`src/sv/lwvd_pkg.sv`:
```
// ----------------------------------------------------------------------------
// Level window valve drive package
// Shared widths, constants and the divider request type.
// ----------------------------------------------------------------------------
package lwvd_pkg;

    localparam int DIV_W   = 24;
    localparam int DEN_W   = 16;
    localparam int CNT_W   = 5;
    localparam int CFG_W   = 16;
    localparam int IDX_W   = 3;
    localparam int ANG_W   = 8;
    localparam int PULSE_W = 12;

    localparam logic [IDX_W-1:0] REG_WINDOW_LOW     = 3'd0;
    localparam logic [IDX_W-1:0] REG_WINDOW_HIGH    = 3'd1;
    localparam logic [IDX_W-1:0] REG_LED1_MODE      = 3'd2;
    localparam logic [IDX_W-1:0] REG_LED2_MODE      = 3'd3;
    localparam logic [IDX_W-1:0] REG_MANUAL_ALLOWED = 3'd4;
    localparam logic [IDX_W-1:0] REG_VALVE_LOW      = 3'd5;
    localparam logic [IDX_W-1:0] REG_VALVE_HIGH     = 3'd6;

    localparam logic [DEN_W-1:0]   POT_SPAN     = 16'd1023;
    localparam logic [12:0]        PULSE_MUL    = 13'd25;
    localparam logic [DEN_W-1:0]   PULSE_DIV    = 16'd3;
    localparam logic [PULSE_W-1:0] PULSE_BASE   = 12'd750;
    localparam logic [ANG_W-1:0]   VALVE_HI_RST = 8'd180;
    localparam logic [ANG_W-1:0]   THIRD_MUL    = 8'd171;

    typedef struct packed {
        logic             start;
        logic [DIV_W-1:0] dividend;
        logic [DEN_W-1:0] divisor;
    } t_div_req;

endpackage

```
`src/sv/level_window_valve_drive.sv`:
```
// ----------------------------------------------------------------------------
// Level window valve drive
// Window check, LED drive, valve angle mapping and servo pulse per sample.
// ----------------------------------------------------------------------------
// One sample beat is taken at a time. For a sample inside the window whose
// angle is mapped from distance or potentiometer, the result beat waits on
// the shared 24-step divider that computes the angle; any other sample goes
// straight from the idle state to the pulse state. The result is offered in
// the output state, and the block is ready for the next sample in the cycle
// after its result beat is taken.
module level_window_valve_drive import lwvd_pkg::*; (
    input  logic               i_clk,
    input  logic               i_rst_n,
    input  logic               i_cfg_we,
    input  logic [IDX_W-1:0]   i_cfg_idx,
    input  logic [CFG_W-1:0]   i_cfg_data,
    input  logic               i_valid,
    output logic               o_ready,
    input  logic [15:0]        i_distance,
    input  logic [31:0]        i_now_ms,
    input  logic               i_button_changed,
    input  logic [9:0]         i_pot_value,
    output logic               o_valid,
    input  logic               i_ready,
    output logic               o_level_ok,
    output logic               o_led1_on,
    output logic               o_led2_on,
    output logic [ANG_W-1:0]   o_valve_angle,
    output logic [PULSE_W-1:0] o_servo_pulse_us
);

    localparam logic [2:0] S_IDLE   = 3'd0;
    localparam logic [2:0] S_MAP    = 3'd1;
    localparam logic [2:0] S_PULSE  = 3'd2;
    localparam logic [2:0] S_OUT    = 3'd3;

    logic [2:0]         r_state;
    logic [15:0]        r_win_lo;
    logic [15:0]        r_win_hi;
    logic               r_led1_mode;
    logic [15:0]        r_led2_mode;
    logic               r_man_allowed;
    logic [ANG_W-1:0]   r_valve_lo;
    logic [ANG_W-1:0]   r_valve_hi;
    logic               r_man_active;
    logic               r_blink_phase;
    logic [31:0]        r_last_toggle;
    logic               r_led1;
    logic               r_led2;
    logic [ANG_W-1:0]   r_angle;
    logic               r_ok;
    logic               r_neg;
    logic [PULSE_W-1:0] r_pulse;

    logic               accept;
    logic               ok;
    logic               use_man;
    logic               need_div;
    logic [8:0]         dy;
    logic [ANG_W-1:0]   dy_mag;
    logic [15:0]        x;
    logic [DEN_W-1:0]   span;
    logic [31:0]        elapsed;
    logic [ANG_W-1:0]   mapped;
    logic [ANG_W-1:0]   q_lo;
    logic [ANG_W-1:0]   n_angle;
    logic [15:0]        third_prod;
    logic [PULSE_W-1:0] pulse;
    t_div_req           div_req;
    logic               div_done;
    logic [DIV_W-1:0]   div_quot;

    assign accept   = (r_state == S_IDLE) && i_valid;
    assign ok       = (i_distance > r_win_lo) && (i_distance <= r_win_hi);
    assign use_man  = r_man_allowed && (r_man_active ^ i_button_changed);
    assign need_div = ok && (use_man || (r_valve_lo != r_valve_hi));
    assign dy       = {1'b0, r_valve_lo} - {1'b0, r_valve_hi};
    assign dy_mag   = dy[8] ? ANG_W'(-dy) : dy[ANG_W-1:0];
    assign x        = use_man ? {6'b0, i_pot_value} : (i_distance - r_win_lo);
    assign span     = use_man ? POT_SPAN : (r_win_hi - r_win_lo);
    assign elapsed  = i_now_ms - r_last_toggle;
    assign q_lo     = div_quot[ANG_W-1:0];
    assign mapped   = r_neg ? (r_valve_hi - q_lo) : (r_valve_hi + q_lo);

    // The pulse is the base plus eight times the angle plus a third of it, the
    // third by a reciprocal multiply that is exact over the whole angle range.
    assign third_prod = {8'b0, r_angle} * {8'b0, THIRD_MUL};
    assign pulse      = PULSE_BASE + {1'b0, r_angle, 3'b0} + {5'b0, third_prod[15:9]};

    always_comb begin
        n_angle = r_angle;
        if (ok && !need_div) begin
            n_angle = r_valve_lo;
        end
    end

    always_comb begin
        div_req = '0;
        if (accept && need_div) begin
            div_req.start    = 1'b1;
            div_req.dividend = DIV_W'(x) * DIV_W'(dy_mag);
            div_req.divisor  = span;
        end
    end

    lwvd_div u_div (
        .i_clk   (i_clk),
        .i_rst_n (i_rst_n),
        .i_req   (div_req),
        .o_done  (div_done),
        .o_quot  (div_quot)
    );

    always_ff @(posedge i_clk) begin
        if (!i_rst_n) begin
            r_win_lo      <= '0;
            r_win_hi      <= '0;
            r_led1_mode   <= 1'b0;
            r_led2_mode   <= '0;
            r_man_allowed <= 1'b0;
            r_valve_lo    <= '0;
            r_valve_hi    <= VALVE_HI_RST;
        end else if (i_cfg_we) begin
            case (i_cfg_idx)
                REG_WINDOW_LOW:     r_win_lo      <= i_cfg_data;
                REG_WINDOW_HIGH:    r_win_hi      <= i_cfg_data;
                REG_LED1_MODE:      r_led1_mode   <= i_cfg_data[0];
                REG_LED2_MODE:      r_led2_mode   <= i_cfg_data;
                REG_MANUAL_ALLOWED: r_man_allowed <= i_cfg_data[0];
                REG_VALVE_LOW:      r_valve_lo    <= i_cfg_data[ANG_W-1:0];
                REG_VALVE_HIGH:     r_valve_hi    <= i_cfg_data[ANG_W-1:0];
                default: ;
            endcase
        end
    end

    always_ff @(posedge i_clk) begin
        if (!i_rst_n) begin
            r_state       <= S_IDLE;
            r_man_active  <= 1'b0;
            r_blink_phase <= 1'b1;
            r_last_toggle <= '0;
            r_led1        <= 1'b0;
            r_led2        <= 1'b0;
            r_angle       <= '0;
            r_ok          <= 1'b0;
            r_neg         <= 1'b0;
            r_pulse       <= PULSE_BASE;
        end else begin
            case (r_state)
                S_IDLE: begin
                    if (i_valid) begin
                        r_ok    <= ok;
                        r_neg   <= dy[8];
                        r_angle <= n_angle;
                        r_state <= need_div ? S_MAP : S_PULSE;
                        if (ok) begin
                            r_led1 <= r_led1_mode;
                            if (r_led2_mode > 16'd1) begin
                                if (r_blink_phase) begin
                                    r_led2        <= ~r_led2;
                                    r_blink_phase <= 1'b0;
                                end else if (elapsed >= {16'b0, r_led2_mode}) begin
                                    r_last_toggle <= i_now_ms;
                                    r_blink_phase <= 1'b1;
                                end
                            end else begin
                                r_led2 <= r_led2_mode[0];
                            end
                            if (r_man_allowed && i_button_changed) begin
                                r_man_active <= ~r_man_active;
                            end
                        end
                    end
                end
                S_MAP: begin
                    if (div_done) begin
                        r_angle <= mapped;
                        r_state <= S_PULSE;
                    end
                end
                S_PULSE: begin
                    r_pulse <= pulse;
                    r_state <= S_OUT;
                end
                S_OUT: begin
                    if (i_ready) begin
                        r_state <= S_IDLE;
                    end
                end
                default: begin
                    r_state <= S_IDLE;
                end
            endcase
        end
    end

    assign o_ready          = (r_state == S_IDLE);
    assign o_valid          = (r_state == S_OUT);
    assign o_level_ok       = r_ok;
    assign o_led1_on        = r_led1;
    assign o_led2_on        = r_led2;
    assign o_valve_angle    = r_angle;
    assign o_servo_pulse_us = r_pulse;

endmodule

```
`src/sv/lwvd_div.sv`:
```
// ----------------------------------------------------------------------------
// Level window valve drive divider
// Radix-2 restoring unsigned divider, one quotient bit per cycle.
// ----------------------------------------------------------------------------
module lwvd_div import lwvd_pkg::*; (
    input  logic             i_clk,
    input  logic             i_rst_n,
    input  t_div_req         i_req,
    output logic             o_done,
    output logic [DIV_W-1:0] o_quot
);

    logic             r_busy;
    logic             r_done;
    logic [CNT_W-1:0] r_cnt;
    logic [DEN_W-1:0] r_rem;
    logic [DIV_W-1:0] r_num;
    logic [DEN_W-1:0] r_den;

    logic [DEN_W:0]   trial;
    logic             fits;
    logic [DEN_W:0]   diff;

    assign trial = {r_rem, r_num[DIV_W-1]};
    assign fits  = trial >= {1'b0, r_den};
    assign diff  = trial - {1'b0, r_den};

    always_ff @(posedge i_clk) begin
        if (!i_rst_n) begin
            r_busy <= 1'b0;
            r_done <= 1'b0;
            r_cnt  <= '0;
        end else begin
            r_done <= 1'b0;
            if (i_req.start) begin
                r_busy <= 1'b1;
                r_cnt  <= '0;
            end else if (r_busy) begin
                r_cnt <= r_cnt + 1'b1;
                if (r_cnt == CNT_W'(DIV_W - 1)) begin
                    r_busy <= 1'b0;
                    r_done <= 1'b1;
                end
            end
        end
    end

    always_ff @(posedge i_clk) begin
        if (i_req.start) begin
            r_rem <= '0;
            r_num <= i_req.dividend;
            r_den <= i_req.divisor;
        end else if (r_busy) begin
            r_rem <= fits ? diff[DEN_W-1:0] : trial[DEN_W-1:0];
            r_num <= {r_num[DIV_W-2:0], fits};
        end
    end

    assign o_done = r_done;
    assign o_quot = r_num;

endmodule

```
`config.mk`:
```
export PLATFORM = sky130hd
export DESIGN_NAME = level_window_valve_drive
export DESIGN_NICKNAME = d
export VERILOG_FILES = /design/src/sv/lwvd_pkg.sv /design/src/sv/level_window_valve_drive.sv /design/src/sv/lwvd_div.sv
export SDC_FILE = /design/constraint.sdc
export NUM_CORES = 1
export LEC_CHECK = 0
export BUFFER_PORTS_ARGS = -buffer_cell sky130_fd_sc_hd__buf_2
export CAP_MARGIN = 30
export CORE_MARGIN = 2
export CORE_UTILIZATION = 57
export CTS_CLUSTER_DIAMETER = 200
export DETAILED_ROUTE_END_ITERATION = 10
export GPL_TIMING_DRIVEN = 0
export HOLD_SLACK_MARGIN = 0.05
export PLACE_DENSITY = 0.88
export SYNTH_ARGS = -nofsm -noshare
export SYNTH_HDL_FRONTEND = slang
export SYNTH_SLANG_ARGS = --single-unit
```
`constraint.sdc`:
```
create_clock -name i_clk -period 8 [get_ports i_clk]
set_input_delay 1.6 -clock i_clk [delete_from_list [all_inputs] [get_ports i_clk]]
set_output_delay 1.6 -clock i_clk [all_outputs]
set_load 0.01 [all_outputs]
```
Word level (Yosys, flattened, before mapping)
Index checks and enable logic that the tools add are counted.
{ "totals": {"elab_cells": 121, "out_inout_bits": 25, "inputBits": 83, "regBits": 190} }
{ "op_classes": {"mul": 2, "order_cmp": 5, "mux": 25, "eq_ne": 16, "n_addsub": 11, "reduce_logical": 31, "bitwise_logic": 7} }
{ "ops": {"columns": ["operator", "count"], "rows": [
  ["two-way mux 16 bit", 3],
  ["two-way mux 24 bit", 2],
  ["subtractor 16 bit", 3],
  ["two-way mux 41 bit", 1],
  ["two-way mux 8 bit", 5],
  ["greater-or-equal comparator 32 x 16 -> 1 bit", 1],
  ["subtractor 32 bit", 1],
  ["multiplier 16 x 8 -> 24 bit", 1],
  ["greater-or-equal comparator 17 x 16 -> 1 bit", 1],
  ["greater-than comparator 16 x 1 -> 1 bit, second input constant", 1],
  ["greater-than comparator 16 bit", 1],
  ["<= comparator 16 bit", 1],
  ["multiplier 8 x 8 -> 16 bit, second input constant", 1],
  ["one-hot mux 8 bit (2 select lines)", 1],
  ["AND reduction 2 bit", 8],
  ["AND reduction 4 bit", 4],
  ["adder 10 x 11 -> 12 bit, first input constant", 1],
  ["adder 12 x 7 -> 12 bit", 1],
  ["equality test 3 x 2 -> 1 bit, second input constant", 4],
  ["one-hot mux 3 bit (4 select lines)", 1],
  ["equality test 3 bit, second input constant", 3],
  ["two-way mux 3 bit", 3],
  ["subtractor 8 x 8 -> 9 bit", 1],
  ["adder 8 bit", 1],
  ["other kinds (21)", 47]
]} }

Depth between registers and ports, before layout
Gate-level depths: netlist of run 1.
{ "logic_depth": {"word_depth": 9, "depth_mapped": 32, "ltp_nobuf": 31} }

Modules after synthesis
A second synthesis of run 1 with hierarchy kept.
{ "unflattened": {"hier_cells": 2294, "hier_area_um2": 18810.5} }
{ "by_module_without_submodules": {"columns": ["mod", "area_per_inst_um2", "cells_per_inst", "seq_area_each_um2", "n_inst"], "rows": [
  ["level_window_valve_drive", 15346.0, 1969, 2522.4, 1],
  ["lwvd_div", 3464.6, 325, 1661.6, 1]
]} }

Worst setup path before layout of run 1
No wires, ideal clock.
{ "synth_path": {"path_kind": "input-to-reg", "from": "input i_distance[0]", "to": "register u_div.r_num[22], in the netlist u_div.o_quot[22] (data pin)", "required_ns": 7.730, "cell_stages": 29, "arrival_ns": 7.911, "path_buffers": 0, "setup_slack_ns": -0.181, "setup_time_ns": 0.270, "cell_sequence": "inv_1 ha_1 inv_1 fa_1 a21o_1 a21oi_2 o21bai_1 a21oi_1 xor2_1 nor2_1 a21oi_1 nor2_1 fa_1 inv_1 fa_1 fa_1 fa_1 inv_1 ha_1 a21o_1 nor3_1 o21a_1 nor2_1 a221oi_1 a211o_1 a311oi_1 a31oi_1 mux2i_1 or3b_2"} }
{ "synth_via": {"elab_chain_len": 6, "elab_cells_between_ends": 10, "classes_between": "1 x add/sub; 1 x mul; 2 x order compare; 3 x mux; 3 x reduce/logical"} }
{ "synth_lines": {"columns": ["element", "line_no", "text"], "rows": [
  ["from (decl)", "level_window_valve_drive.sv:19", "input logic [15:0] i_distance,"],
  ["parallel branches: the longest is 4 deep, another holds multiplier 16 x 8 -> 24 bit", null, null],
  ["two-way mux 41 bit *", "level_window_valve_drive.sv:99", "if (accept && need_div) begin"],
  ["two-way mux 24 bit *", "lwvd_div.sv:49", "if (i_req.start) begin"],
  ["to (signal assigned)", "lwvd_div.sv:51", "r_num <= i_req.dividend;"],
  ["to (signal assigned)", "lwvd_div.sv:55", "r_num <= {r_num[DIV_W-2:0], fits};"],
  ["to (decl)", "lwvd_div.sv:17", "logic [DIV_W-1:0] r_num;"]
]} }
Mark *: on every way between the ends.
A chain may end at the register's enable or synchronous reset.

Worst setup path after layout of run 1
{ "layout_path": {"from": "register r_valve_hi[1]", "to": "register u_div.r_num[23], in the netlist u_div.o_quot[23] (data pin)"} }
{ "layout_via": {"elab_chain_len": 6, "elab_cells_between_ends": 10, "classes_between": "2 x add/sub; 1 x mul; 1 x eq/ne; 3 x mux; 3 x reduce/logical"} }
{ "layout_lines": {"columns": ["element", "line_no", "text"], "rows": [
  ["from (decl)", "level_window_valve_drive.sv:44", "logic [ANG_W-1:0] r_valve_hi;"],
  ["from (signal assigned)", "level_window_valve_drive.sv:131", "REG_VALVE_HIGH: r_valve_hi <= i_cfg_data[ANG_W-1:0];"],
  ["subtractor 8 x 8 -> 9 bit or inequality test 8 bit (tied branches)", "level_window_valve_drive.sv:77, level_window_valve_drive.sv:76", null],
  ["negator 8 bit or logical OR 1 bit (tied branches)", "level_window_valve_drive.sv:78, level_window_valve_drive.sv:76", null],
  ["two-way mux 8 bit or logical AND 1 bit (tied branches)", "level_window_valve_drive.sv:78, level_window_valve_drive.sv:76", null],
  ["multiplier 16 x 8 -> 24 bit or logical AND 1 bit (tied branches)", "level_window_valve_drive.sv:101, level_window_valve_drive.sv:99", null],
  ["two-way mux 41 bit *", "level_window_valve_drive.sv:99", null],
  ["two-way mux 24 bit *", "lwvd_div.sv:49", null]
]} }
Mark *: on every way between the ends. The rest lies on a longest branch, timed or not.

==> results of run 1 <==
-- layout make-up --
class	count	area, sq um	area share, %
tap	442	553.0	2.656
antenna	5	12.51	0.06010
inverter	306	1151	5.529
buffer	75	361.6	1.737
timing repair buffer	125	694.4	3.336
clock inverter	13	148.9	0.7152
sequential	189	4185	20.10
multi-input combinational	1745	13270	63.74
clock buffer	19	442.9	2.128
-- layer usage --
metal	vias to the layer above	global-route usage, %
met5	-	0
met4	0	15.90
met3	202	4.797
met2	810	51.72
met1	8171	35.39
li1	8070	-
-- worst max-delay path, delay by kind of cell, from the launching register on --
family	cells	cell delay, ns
buf+inv	3	0.33
simple gates	2	0.77
flops	1	0.40
fa+ha+maj	6	2.78
compound gates	13	2.34
xor+xnor	4	1.06
-- registers in the layout, summed over array words and instances, names as in the netlist, 12 cells and up --
name,count
r_win_lo,16
u_div.o_quot,24
u_div.r_rem,16
r_led2_mode,16
r_last_toggle,32
u_div.r_den,16
r_win_hi,16
o_servo_pulse_us,12
-- kinds of logic (layout without fill, tap and decap cells) --
group	after synthesis	in the layout	share of synthesized area, %
buf+inv	381	538	8.055
flops	189	189	22.41
other cells	0	5	0
compound gates	480	480	15.82
fa+ha+maj	332	332	26.39
mux	75	75	4.075
xor+xnor	115	115	5.395
simple gates	743	743	17.86
-- cell usage in the layout (no fill, tap or decap), types with 38 or more instances in the layout --
cell type and n:
fa_1 98, xnor2_1 61, o21ai_0 94, a21o_1 47, edfxtp_1 40, nand2_1 328, ha_1 224, mux2i_1 65
clkbuf_1 52, a21oi_1 181, or2_2 38, buf_2 117, inv_1 299, xor2_1 46, dfxtp_1 148, nor2_1 180
-- power breakdown --
part / internal (mW) / switching, mW
sequential: 1.10 / 0.0729
combinational: 1.79 / 2.36
clock: 0.450 / 0.414
-- how the worst min path moves through the flow --
stage,from,to,depth (start not counted)
floorplan,r_last_toggle[10],r_last_toggle[10],2
global placement,r_last_toggle[13],r_last_toggle[13],2
detailed placement,o_level_ok,o_level_ok,2
CTS,o_level_ok,o_level_ok,2
global route,o_level_ok,o_level_ok,2
finish,o_level_ok,o_level_ok,2
-- what timing repair did --
action | in CTS | in global routing
cloned | 0 | 0
gates resized for setup | 24 | 48
pin swaps | 10 | 23
setup endpoints to repair | 8 | 5
setup buffers | 7 | 10
==> impl_metrics.ini, run 1 <==
[global_route]
grt_max_degree = 26
antenna_found_initial = 4
grt_pass1_vias = 17199
grt_usage_pct = 29.80
grt_pass1_wl_um = 81810
overflow = 0

[hold_path]
hold_class = flip-flop to flip-flop

[synth]
ys_seq_area_share_pct = 22.41
synthFlopType = dfxtp_1
synth_cells = 2315
yosys_warnings = 0
synth_top_cell_area_share_pct = 15.98
ys_ff_latch = 189
synth_area_leader_cell = dfxtp_1
synth_cell_types = 76
syn_avg_cell_area_sq_um = 8.065
synthMostInstantiatedCell = nand2_1
synth_nets = 2730
syn-cell-area_sq_mm = 0.01867
ys_top_cells_by_area = dfxtp_1 (16%), ha_1 (15%), fa_1 (11%)
ys_async_sr_fraction_pct = 0
synth-edff-count = 40
synth_common_cells = nand2_1 (331), inv_1 (305), ha_1 (229)

[worst_setup_path]
worstSetupEndpoint = u_div.o_quot[23]
crit_path_max_fanout = 6
setup.worst_path.class = flip-flop to flip-flop
critPathLaunch = r_valve_hi[1]
reg2reg_slack_ns = 0.04
cp-start-kind = flip-flop
crit_slowest_cell = fa_1
cp_data_arrival_time_ns = 8.15
end_kind = flip-flop
cp_data_required_time_ns = 8.18
crit_top_cell = fa_1
timing.rr.end = u_div.o_quot[23]
timing.rr.start = r_valve_hi[1]
slowest_delay_ns = 0.56
reg2regPathDepth = 28

[floorplanning]
rows = 66
die_h_um = 185.0
boundaryPins = 108
fp.dieArea_sq_mm = 0.03422
die_w_um = 185.0
core-area_sq_mm = 0.03237
start_util_pct = 57.68

[sta]
rsz0062_at_grt = true
clock_skew_ns = 0.008334
worst_slew_pin_slew_ns = 0.9808
finalSetupTns_ns = 0
setup_viol = 0
max_freq_mhz = 125.6
hold_viol = 0
period_needed_ns = 7.964
drv_slew = 0
period_share_pct = 99.55
whs_ns = 0.4534
setup_ws_ns = 0.03624
maxSlewHeadroom_pct = 34.18

[routing]
first_iter_violations = 1283
highest_layer = met4
ant_nets = 0
wire_per_inst_um = 17.60
met3WireLength_um = 3749
vias_per_cell = 5.911
wl_met2_um = 25100
dr.pass1.iters = 6
drc = 0
finalWirelength_um = 51360
vias = 17253
wl_met1_um = 19850

[final_layout]
drive_gt1_share_pct = 11.65
final_cell_count_no_fill = 2919
nFillCells = 2571
postLayoutCoreUtil_pct = 64.31
area_delta_synth_final_pct = 11.51
nets = 2874
stdcell_area_sq_mm = 0.02082

[placement]
place_hpwl_um = 39670
io_buffers = 107
place_area_sq_mm = 0.01977
gp_congestion = 0.9446
dp_slack_ns = -0.8255
dp_cells = 2865

[pwr]
total_leakage_power_nw = 9.204
total_power_mw = 6.176
ir_drop_mv = 0.3038
power_density_mw_per_mm2 = 296.7

[clock_tree]
cts.htree.levels = 4
clk_pin_slew_ns = 0.07
cts_tree = yes
insertion_delay_ns = 0.45
clkSinkCount = 189
numCtsBuffers = 17
ctsHoldBuffers = 0
cts_buffer_depth = 2
cts-root-buf = clkbuf_16

[outcome]
status = finished clean

[flow_run]
maxCapViolations = 0
Power figures use the tool's default switching activity.
==> run 2: changes to the inputs <==
ABC_AREA = 1   (was unset)
CORE_UTILIZATION = 64   (was 57)
PLACE_DENSITY = 0.93   (was 0.88)
clock period = 8.3 ns   (was 8 ns; I/O delays follow)
==> run 2 against run 1 <==
- sequential share of layout area down 0.39 points
- worst setup slack better by 0.43 ns
- critical path type is now primary input to flip-flop
- highest routed layer is now met5
- worst hold slack gained 0.015 ns
- largest power group unchanged
- combinational power grew 14%
- global-route usage increased by 5.4 points
==> impl_metrics.ini, run 2 <==
[worst_setup_path]
timing.rr.end = u_div.o_quot[21]
cp_data_required_time_ns = 8.51
setup.worst_path.class = primary input to flip-flop
worst-path-stages = 28
timing.rr.start = r_valve_lo[0]
crit_buf_inv = 5
crit_path_max_fanout = 7
reg2regPathDepth = 30
end_kind = flip-flop
cp_data_arrival_time_ns = 8.04
path_delay_family = adder cells
crit_slowest_cell = fa_1
cp-start-kind = primary input
slowest_delay_ns = 0.60
reg2reg_slack_ns = 1.17

[final_layout]
layout_commonest_cell = nand2_1
area_delta_synth_final_pct = 8.437
top_register = r_last_toggle
largest_reg_flops = 32
nets = 3370
final_cell_mix = nand2_1 (590), inv_1 (556), a21oi_1 (282)
drive_gt1_share_pct = 8.086

[sta]
max_freq_mhz = 127.7
hold_viol = 0
worst_slew_pin_slew_ns = 1.082
drv_slew = 0
maxSlewHeadroom_pct = 27.11
period_needed_ns = 7.830
rsz0062_at_grt = false
period_share_pct = 94.34
whs_ns = 0.4681
setup_viol = 0
finalSetupTns_ns = 0
clock_skew_ns = 0.01586

[clock_tree]
insertion_delay_ns = 0.47
cts.htree.levels = 4
ctsHoldBuffers = 0
cts_tree = yes
numCtsBuffers = 17
clkSinkCount = 189
cts_buffer_depth = 2
cts-root-buf = clkbuf_16
clk_pin_slew_ns = 0.08

[synth]
synth_area_leader_cell = dfxtp_1
yosys_warnings = 0
syn-cell-area_sq_mm = 0.01958
synthFlopType = dfxtp_1
synth_common_cells = nand2_1 (590), inv_1 (556), a21oi_1 (282)
syn_avg_cell_area_sq_um = 6.919
ys_ff_latch = 189
ys_seq_area_share_pct = 21.37
synth_cell_types = 50
synth-edff-count = 40
ys_top_cells_by_area = dfxtp_1 (15%), ha_1 (15%), nand2_1 (11%)
synth_top_cell_area_share_pct = 15.24
synth_cells = 2829
synth_nets = 3244
ys_async_sr_fraction_pct = 0
synthMostInstantiatedCell = nand2_1

[routing]
first_iter_violations = 1694
dr.pass1.iters = 7
ant_nets = 0
finalWirelength_um = 55010
wire_per_inst_um = 16.33
vias_per_cell = 5.695
vias = 19181
drc = 0

[floorplanning]
core-area_sq_mm = 0.03035
start_util_pct = 64.50
die_h_um = 178.9
rows = 64
boundaryPins = 108
die_w_um = 178.9
fp.dieArea_sq_mm = 0.03200

[pwr]
ir_drop_mv = 0.4085
total_leakage_power_nw = 10.92
power_density_mw_per_mm2 = 315.8

[global_route]
grt_pass1_vias = 18725
antenna_found_initial = 7
grt_pass1_wl_um = 89380
overflow = 0
grt_usage_pct = 35.17
grt_max_degree = 34

[placement]
place_hpwl_um = 44530
gp_congestion = 0.9674
io_buffers = 107

[hold_path]
min_path_cells = 2
hp-start = o_servo_pulse_us[2]
hold_class = flip-flop to flip-flop
hold_end = o_servo_pulse_us[2]

[outcome]
status = finished clean

[flow_run]
maxCapViolations = 0
run 2: cell count changes after synthesis, moves of 19 or more:
| cell | delta |
|---|---|
| nand2_1 | +259 |
| inv_1 | +251 |
| a21oi_1 | +97 |
| nand3_1 | +94 |
| o21ai_0 | +79 |
| mux2i_1 | -67 |
| nor2_1 | +62 |
| xnor2_1 | -44 |
| a21o_1 | -40 |
| nand3_2 | +24 |
| clkbuf_1 | -22 |
| nor2b_1 | -22 |
| nand2b_1 | -21 |
| or2_2 | -19 |
run 2: through the flow:
stage / cell area, sq um / utilization (%) / setup slack [ns] / std cells / total power, mW
2_1_floorplan: 19580 / - / 1.240 / 2829 / 4.593
3_3_place_gp: 20610 / 67.90 / 0.2359 / 3332 / 5.525
3_5_place_dp: 20610 / 67.90 / 0.02453 / 3332 / 5.703
4_1_cts: 21210 / 69.90 / 0.4574 / 3364 / 6.605
5_1_grt: 21220 / 69.93 / 0.09700 / 3366 / 7.339
6_report: 21230 / 69.94 / 0.4698 / 3368 / 6.703
run 2: where the power goes:
group	internal, mW	switching, mW
logic	1.80	2.92
registers	1.06	0.0648
clock network	0.414	0.445
run 2: per-layer routing:
metal	part of all wire, %	global-route usage, %	wire length (um)	vias up
li1	-	-	-	9250
met1	40	43.35	21780	8788
met2	47	58.53	25580	954
met3	9.6	8.249	5291	187
met4	4.3	15.68	2339	2
met5	0.031	0	17	-
run 2: cells by family (layout without fill, tap and decap cells):
family / count (synthesis) / count (layout) / share of synthesized area [%]
flops: 189 / 189 / 21.37
fa+ha+maj: 332 / 332 / 25.17
xor+xnor: 80 / 80 / 3.579
compound gates: 523 / 523 / 14.10
buf+inv: 634 / 773 / 12.57
other cells: 0 / 4 / 0
simple gates: 1071 / 1071 / 23.21
run 2: worst reg2reg max path, delay by kind of cell, from the launching register on:
family                     cells  cell delay [ns]
adders and majority gates      7             2.92
DFF                            1             0.34
buffers and inverters          9             0.91
AOI/OAI and AO/OA              4             0.88
xor gates and xnor gates       3             0.78
and+or+nand+nor                7             1.04
run 2: final cells by class:
| type | count | area [sq um] |
|---|---|---|
| Clock buffer | 17 | 425.4 |
| Antenna cell | 4 | 10.01 |
| Fill cell | 2477 | 9123 |
| Inverter | 571 | 2143 |
| Clock inverter | 15 | 181.4 |
| Sequential cell | 189 | 4184 |
| Multi-Input combinational cell | 2006 | 12930 |
| Timing Repair Buffer | 107 | 535.5 |
| Tap cell | 396 | 495.5 |
| Buffer | 63 | 316.6 |
run 2: worst max-delay path by stage:
stage               slack, ns          endpoint           from
finish                   0.47  u_div.o_quot[21]  i_distance[2]
CTS                      0.46  u_div.o_quot[21]  i_distance[2]
global route              0.1  u_div.o_quot[21]  i_distance[2]
floorplan                1.24  u_div.o_quot[21]  i_distance[2]
detailed placement       0.02  u_div.o_quot[21]  i_distance[2]
global placement         0.24  u_div.o_quot[21]  i_distance[2]
run 2: timing repair:
action	4_1_cts	5_1_grt
endpoints found under the setup margin	0	1
setup buffers	0	0
resized for setup	0	1
